==> config.mk <==
export PLATFORM = sky130hd
export DESIGN_NAME = rtc_alarm_register_block
export DESIGN_NICKNAME = d
export VERILOG_FILES = /design/src/rtl/rtcab_pkg.sv /design/src/rtl/rtcab_ns_conv.sv /design/src/rtl/rtcab_regfile.sv /design/src/rtl/rtc_alarm_register_block.sv
export SDC_FILE = /design/constraint.sdc
export NUM_CORES = 1
export LEC_CHECK = 0
export BUFFER_PORTS_ARGS = -buffer_cell sky130_fd_sc_hd__buf_2
export CAP_MARGIN = 40
export CORE_MARGIN = 2
export CORE_UTILIZATION = 55
export CTS_CLUSTER_SIZE = 12
export DETAILED_ROUTE_END_ITERATION = 8
export PLACE_DENSITY = 0.72
export SKIP_LAST_GASP = 1
export SLEW_MARGIN = 15
export SYNTH_ARGS = -nofsm -noshare
export SYNTH_HDL_FRONTEND = slang
export SYNTH_SLANG_ARGS = --single-unit
==> constraint.sdc <==
create_clock -name i_clk -period 21.9 [get_ports i_clk]
set_input_delay 2.19 -clock i_clk [delete_from_list [all_inputs] [get_ports i_clk]]
set_output_delay 2.19 -clock i_clk [all_outputs]
set_load 0.02 [all_outputs]
==> src/rtl/rtcab_pkg.sv <==
// rtcab_pkg: shared types and constants of the rtc alarm register block
// item structs, register offsets and the nanosecond scale factor
// no dependencies
`timescale 1ns / 1ps

package rtcab_pkg;

    localparam int unsigned SEC_W  = 34;
    localparam int unsigned NS_W   = 64;
    localparam int unsigned DATA_W = 32;
    localparam int unsigned OFF_W  = 12;
    localparam int unsigned SCALE_W = 30;

    // nanoseconds per second, fits in 30 bits
    localparam logic [SCALE_W-1:0] NS_PER_SECOND = 30'd1000000000;

    localparam logic OP_READ  = 1'b0;
    localparam logic OP_WRITE = 1'b1;

    localparam logic [OFF_W-1:0] OFF_TIME_LOW     = 12'h000;
    localparam logic [OFF_W-1:0] OFF_TIME_HIGH    = 12'h004;
    localparam logic [OFF_W-1:0] OFF_ALARM_LOW    = 12'h008;
    localparam logic [OFF_W-1:0] OFF_ALARM_HIGH   = 12'h00C;
    localparam logic [OFF_W-1:0] OFF_IRQ_ENABLED  = 12'h010;
    localparam logic [OFF_W-1:0] OFF_ALARM_CLEAR  = 12'h014;
    localparam logic [OFF_W-1:0] OFF_ALARM_STATUS = 12'h018;
    localparam logic [OFF_W-1:0] OFF_IRQ_CLEAR    = 12'h01C;

    typedef struct packed {
        logic              opcode;
        logic [OFF_W-1:0]  register_offset;
        logic [DATA_W-1:0] write_data;
        logic [SEC_W-1:0]  now_seconds;
    } t_in_item;

    typedef struct packed {
        logic [DATA_W-1:0] read_data;
        logic              irq_level;
    } t_out_item;

    // access with the time already scaled to nanoseconds
    typedef struct packed {
        logic              opcode;
        logic [OFF_W-1:0]  register_offset;
        logic [DATA_W-1:0] write_data;
        logic [NS_W-1:0]   now_ns;
    } t_ns_item;

endpackage

==> src/rtl/rtcab_ns_conv.sv <==
// rtcab_ns_conv: input register and seconds-to-nanoseconds stage
// two registered stages with chained flow control; uses rtcab_pkg
`timescale 1ns / 1ps

module rtcab_ns_conv (
    input  logic                i_clk,
    input  logic                i_rst_n,
    input  logic                i_valid,
    output logic                o_stall,
    input  rtcab_pkg::t_in_item i_item,
    output logic                o_valid,
    input  logic                i_drain_ready,
    output rtcab_pkg::t_ns_item o_item
);
    import rtcab_pkg::*;

    logic     r_s1_valid;
    t_in_item r_s1_item;
    logic     r_s2_valid;
    t_ns_item r_s2_item;
    t_ns_item n_s2_item;

    logic                      s1_ready;
    logic                      s2_ready;
    logic [DATA_W+SCALE_W-1:0] prod_lo;
    logic [DATA_W-1:0]         prod_hi;

    assign s2_ready = !r_s2_valid || i_drain_ready;
    assign s1_ready = !r_s1_valid || s2_ready;
    assign o_stall  = !s1_ready;

    // split 34-bit seconds: low 32 bits times scale, top 2 bits times scale
    always_comb begin
        prod_lo = (DATA_W+SCALE_W)'(r_s1_item.now_seconds[DATA_W-1:0])
                  * (DATA_W+SCALE_W)'(NS_PER_SECOND);
        prod_hi = DATA_W'(r_s1_item.now_seconds[SEC_W-1:DATA_W])
                  * DATA_W'(NS_PER_SECOND);
        n_s2_item.opcode          = r_s1_item.opcode;
        n_s2_item.register_offset = r_s1_item.register_offset;
        n_s2_item.write_data      = r_s1_item.write_data;
        n_s2_item.now_ns          = NS_W'(prod_lo) + {prod_hi, {DATA_W{1'b0}}};
    end

    always_ff @(posedge i_clk) begin
        if (!i_rst_n) begin
            r_s1_valid <= 1'b0;
            r_s2_valid <= 1'b0;
        end else begin
            if (s1_ready) begin
                r_s1_valid <= i_valid;
            end
            if (s2_ready) begin
                r_s2_valid <= r_s1_valid;
            end
        end
    end

    always_ff @(posedge i_clk) begin
        if (s1_ready && i_valid) begin
            r_s1_item <= i_item;
        end
        if (s2_ready && r_s1_valid) begin
            r_s2_item <= n_s2_item;
        end
    end

    assign o_valid = r_s2_valid;
    assign o_item  = r_s2_item;

endmodule

==> src/rtl/rtcab_regfile.sv <==
// rtcab_regfile: register decode, alarm state and alarm check
// updates state when an item leaves the nanosecond stage; uses rtcab_pkg
`timescale 1ns / 1ps

module rtcab_regfile (
    input  logic                 i_clk,
    input  logic                 i_rst_n,
    input  logic                 i_fire,
    input  rtcab_pkg::t_ns_item  i_item,
    output rtcab_pkg::t_out_item o_result
);
    import rtcab_pkg::*;

    // low latched half is only ever read right after it is taken, so only
    // the high half needs storage
    logic [DATA_W-1:0] r_latched_high;
    logic [DATA_W-1:0] r_alarm_low;
    logic [DATA_W-1:0] r_alarm_high;
    logic              r_armed;
    logic              r_enable;
    logic              r_line;

    logic [DATA_W-1:0] n_latched_high;
    logic [DATA_W-1:0] n_alarm_low;
    logic [DATA_W-1:0] n_alarm_high;
    logic              n_armed;
    logic              n_enable;
    logic              n_line;

    logic              is_wr;
    logic              run_check;
    logic              due;
    logic [DATA_W-1:0] rdata;

    assign is_wr = (i_item.opcode == OP_WRITE);

    always_comb begin
        n_alarm_low  = r_alarm_low;
        n_alarm_high = r_alarm_high;
        n_armed      = r_armed;
        n_enable     = r_enable;
        run_check    = 1'b0;
        rdata        = '0;
        if (is_wr) begin
            unique case (i_item.register_offset)
                OFF_ALARM_LOW: begin
                    n_alarm_low = i_item.write_data;
                    n_armed     = 1'b1;
                    run_check   = 1'b1;
                end
                OFF_ALARM_HIGH: begin
                    n_alarm_high = i_item.write_data;
                end
                OFF_IRQ_ENABLED: begin
                    n_enable  = i_item.write_data[0];
                    run_check = 1'b1;
                end
                OFF_ALARM_CLEAR: begin
                    n_armed   = 1'b0;
                    run_check = 1'b1;
                end
                OFF_IRQ_CLEAR: begin
                    run_check = 1'b1;
                end
                default: begin
                end
            endcase
        end else begin
            unique case (i_item.register_offset)
                OFF_TIME_LOW: begin
                    run_check = 1'b1;
                    rdata     = i_item.now_ns[DATA_W-1:0];
                end
                OFF_TIME_HIGH:    rdata = r_latched_high;
                OFF_ALARM_LOW:    rdata = r_alarm_low;
                OFF_ALARM_HIGH:   rdata = r_alarm_high;
                OFF_IRQ_ENABLED:  rdata = DATA_W'(r_enable);
                OFF_ALARM_STATUS: rdata = DATA_W'(r_armed);
                default: begin
                end
            endcase
        end

        // alarm check against the updated alarm and control bits
        due            = (i_item.now_ns >= {n_alarm_high, n_alarm_low});
        n_latched_high = r_latched_high;
        n_line         = r_line;
        if (run_check) begin
            n_latched_high = i_item.now_ns[NS_W-1:DATA_W];
            if (n_armed && n_enable) begin
                n_line = r_line || due;
            end else begin
                n_line = 1'b0;
            end
        end

        o_result.read_data = rdata;
        o_result.irq_level = n_line;
    end

    always_ff @(posedge i_clk) begin
        if (!i_rst_n) begin
            r_latched_high <= '0;
            r_alarm_low    <= '0;
            r_alarm_high   <= '0;
            r_armed        <= 1'b0;
            r_enable       <= 1'b0;
            r_line         <= 1'b0;
        end else if (i_fire) begin
            r_latched_high <= n_latched_high;
            r_alarm_low    <= n_alarm_low;
            r_alarm_high   <= n_alarm_high;
            r_armed        <= n_armed;
            r_enable       <= n_enable;
            r_line         <= n_line;
        end
    end

`ifndef SYNTHESIS
    // the line can only be up while the alarm is armed and enabled
    a_line_needs_arm: assert property (@(posedge i_clk) disable iff (!i_rst_n)
        r_line |-> (r_armed && r_enable))
        else $error("irq line raised while disarmed or disabled");

    // an alarm clear leaves the alarm disarmed and the line low
    a_clear_lowers: assert property (@(posedge i_clk) disable iff (!i_rst_n)
        (i_fire && is_wr && (i_item.register_offset == OFF_ALARM_CLEAR))
        |=> (!r_armed && !r_line))
        else $error("alarm clear did not disarm and lower the line");
`endif

endmodule

==> src/rtl/rtc_alarm_register_block.sv <==
// rtc_alarm_register_block: top level of the rtc alarm register block
// one item per cycle sustained while the consumer does not stall
// the seconds-to-nanoseconds multiply has its own stage; all state updates
// happen in the single check stage, so back-to-back items see each other
// reset (synchronous, active low) empties the pipeline and clears all state
`timescale 1ns / 1ps

module rtc_alarm_register_block (
    input  logic                 i_clk,
    input  logic                 i_rst_n,
    // access channel
    input  logic                 i_valid,
    output logic                 o_stall,
    input  rtcab_pkg::t_in_item  i_item,
    // result channel
    output logic                 o_valid,
    input  logic                 i_stall,
    output rtcab_pkg::t_out_item o_item
);
    import rtcab_pkg::*;

    // pipeline: input register -> product register -> check + result register
    logic      s2_valid;
    t_ns_item  s2_item;
    logic      out_ready;
    logic      fire;
    t_out_item result;

    logic      r_out_valid;
    t_out_item r_out_item;

    // the result register takes a new item when empty or being drained
    assign out_ready = !r_out_valid || !i_stall;
    // an item leaves the product stage and commits its state changes
    assign fire      = s2_valid && out_ready;

    rtcab_ns_conv u_ns_conv (
        .i_clk         (i_clk),
        .i_rst_n       (i_rst_n),
        .i_valid       (i_valid),
        .o_stall       (o_stall),
        .i_item        (i_item),
        .o_valid       (s2_valid),
        .i_drain_ready (out_ready),
        .o_item        (s2_item)
    );

    rtcab_regfile u_regfile (
        .i_clk    (i_clk),
        .i_rst_n  (i_rst_n),
        .i_fire   (fire),
        .i_item   (s2_item),
        .o_result (result)
    );

    // result register, holds while the consumer stalls
    always_ff @(posedge i_clk) begin
        if (!i_rst_n) begin
            r_out_valid <= 1'b0;
        end else if (out_ready) begin
            r_out_valid <= s2_valid;
        end
    end

    always_ff @(posedge i_clk) begin
        if (fire) begin
            r_out_item <= result;
        end
    end

    assign o_valid = r_out_valid;
    assign o_item  = r_out_item;

`ifndef SYNTHESIS
    // a result only appears after an item sat in the product stage
    a_out_from_s2: assert property (@(posedge i_clk) disable iff (!i_rst_n)
        $rose(o_valid) |-> $past(s2_valid))
        else $error("result valid without an item in the product stage");
`endif

endmodule

==> results_dict.tcl <==
set metrics [dict create \
    die_area_sq_mm 0.0515 \
    slew_headroom 0.461 \
    slew_viol_final 0 \
    synth_edf_count 212 \
    period_minus_slack_ns 9.31 \
    hold_ws_ns 0.413 \
    netlist_top_cells_count "inv_1 (485), ha_1 (344), fa_1 (313)" \
    drive_above_1_share 0.0842 \
    synth-seq-cells 314 \
    worst_pin_slew_ns 0.808 \
    synth_cell_types 70 \
    ys_warn_count 0 \
    htree_levels 2 \
    status "complete, no violations" \
    synthesis.area_sq_mm 0.0273 \
    path_max_fanout 8 \
    rows 81 \
    clkTransAtPathRegs_ns 0.06 \
    max_stage_delay_ns 0.58 \
    crit_type "reg2reg" \
    reg2reg_depth 31 \
    synth_nets 3233 \
    finalSetupViolations 0 \
    yosysSeqAreaShare 0.308 \
    rsz0062_at_grt "false" \
    synthCells 2493 \
    synthDominantCellAreaShare 0.233 \
    maxCapViolations 0 \
    cts_tree "done" \
    required_ns 22.20 \
    arrival_ns 9.60 \
    ff2ff_setup_slack_ns 12.59 \
    crit_path_top_delay_cell "fa_1" \
    fin_nets 3336 \
    synth_ff_type "edfxtp_1" \
    yosysMostFrequentCell "inv_1" \
    grt_max_degree 79 \
    wl_per_cell_um 19.2 \
    holdCritStartpoint "u_ns_conv.n_s2_item[85]" \
    hold_violations 0 \
    clock_latency_ns 0.58 \
    grt_pass1_vias 18800 \
    numCtsBuffers 37 \
    max_freq_mhz 107 \
    post_cts_resized 0 \
    core_area_sq_mm 0.0490 \
    io_buffer_count 117 \
    syn2layout_area_growth_pct 9.29 \
    start_kind "register" \
    dp_hpwl_um 50700 \
    die_w_um 227 \
    hold_class "reg2reg" \
    n_antenna_cell 0 \
    rr_endpoint "u_ns_conv.o_item[60]" \
    synthTopCellsByArea "edfxtp_1 (23%), fa_1 (23%), ha_1 (16%)" \
    endpoint_kind "register" \
    syn_avg_cell_area_sq_um 11.0 \
    holdPathStages 0 \
    clock_sinks 314 \
    track_usage 0.256 \
    ios 118 \
    clockRootBuffer "clkbuf_16" \
    finalCritPeriodShare 0.425 \
    cts_buffer_depth 3 \
    first_pass_iters 8 \
    grt_overflow 0 \
    drt_wl_total_um 63200 \
    start_util 0.558 \
    grt_pass1_wl_um 101000 \
    hold_buffers 0 \
    drtAntennaViolNets 0 \
    post_cts_buffers 0 \
    timing.rr.start "u_ns_conv.r_s1_item[3]" \
    fin_skew_ns 0.0237 \
    cpMostUsedCell "fa_1" \
    tns_ns 0 \
    async_flop_share 0 \
    drc 0 \
    num_vias 18000 \
    antenna_found_initial 0 \
    viasPerCell 5.48 \
    die_h_um 227 \
    drtIter0Drc 983 \
    synth_top_cell_by_area "edfxtp_1" \
    final_core_util 0.610 \
    crit_end "u_ns_conv.o_item[60]" \
    crit_path_start "u_ns_conv.r_s1_item[3]" \
    gp_congestion 0.932 \
]
[cell families (layout without fill, tap and decap cells)]
kind of cell / after synthesis / in the layout / share of synthesized area
fa+ha+maj: 657 / 657 / 0.387
buf+inv: 557 / 689 / 0.0768
simple gates: 403 / 403 / 0.0663
compound gates: 399 / 399 / 0.105
flops: 314 / 314 / 0.308
mux: 93 / 93 / 0.0346
xor+xnor: 70 / 70 / 0.0224
[critical path, delay by kind of cell (launching register included)]
| kind | cells | cell delay, ns |
|---|---|---|
| AOI/OAI and AO/OA | 12 | 2.59 |
| xor gates and xnor gates | 1 | 0.12 |
| adders and majority gates | 9 | 4.45 |
| buffers and inverters | 4 | 0.30 |
| DFF | 1 | 0.57 |
| muxes | 1 | 0.16 |
| and+or+nand+nor | 4 | 0.82 |
[metrics by stage]
step,worst slack [ns],cell area [sq um],cells
after floorplan,13.34,27300,2493
after global placement,12.87,28600,3216
after detailed placement,12.65,28700,3220
after CTS,12.63,29800,3288
after global routing,12.09,29900,3289
final,12.59,29900,3289
[how the worst min path moves through the flow]
stage                                 end
floorplan           u_ns_conv.o_item[100]
global placement     u_ns_conv.o_item[73]
detailed placement   u_ns_conv.o_item[84]
CTS                  u_ns_conv.o_item[84]
global route         u_ns_conv.o_item[64]
finish               u_ns_conv.o_item[85]
[flip-flops by register name, indices dropped and copies added, names as in the netlist, 32 cells and up]
register and count:
u_ns_conv.n_s2_item 45, u_regfile.r_alarm_high 32, u_ns_conv.o_item 100, o_item 33, u_regfile.r_alarm_low 32, u_ns_conv.r_s1_item 34
u_regfile.r_latched_high 32
[per-layer routing]
layer	vias up	wire length (um)	track usage
met1	8958	27300	0.339
met4	0	1820	0.0830
met3	98	2870	0.0354
li1	8551	-	-
met5	-	0	0
met2	414	31200	0.435
[cell usage in the layout, fill, tap and decap left out, drive strengths merged, types with 4 or more instances in the layout]
master	synthesis	routed
nand4	24	24
xnor2	45	45
nor3	15	15
and2	5	5
o211ai	9	9
nor2b	16	16
clkinv	0	10
and3	13	13
nand2	203	203
o21a	12	12
buf	15	135
nor4	6	6
a21boi	44	44
mux2i	81	81
dfxtp	102	102
ha	344	344
nor2	75	75
nand2b	17	17
o21ai	62	62
inv	486	490
mux2	12	12
o211a	57	57
edfxtp	212	212
a21oi	86	86
a22oi	32	32
a31oi	9	9
xor2	25	25
clkbuf	56	53
o21bai	11	11
fa	313	313
nand3	16	16
a221oi	4	4
a21o	42	42
a211oi	9	9
[final cells by class]
cell class | count | area, sq um
clock buffer | 53 | 1010
sequential | 314 | 8410
inverter | 486 | 1830
tap | 664 | 831
timing repair buffer | 135 | 793
fill | 3971 | 19100
clock inverter | 15 | 156
multi-input combinational | 1622 | 16800
Power is left out: the tool's default activity adds up to more than one toggle a clock period on the data nets, which glitch-free logic cannot reach.
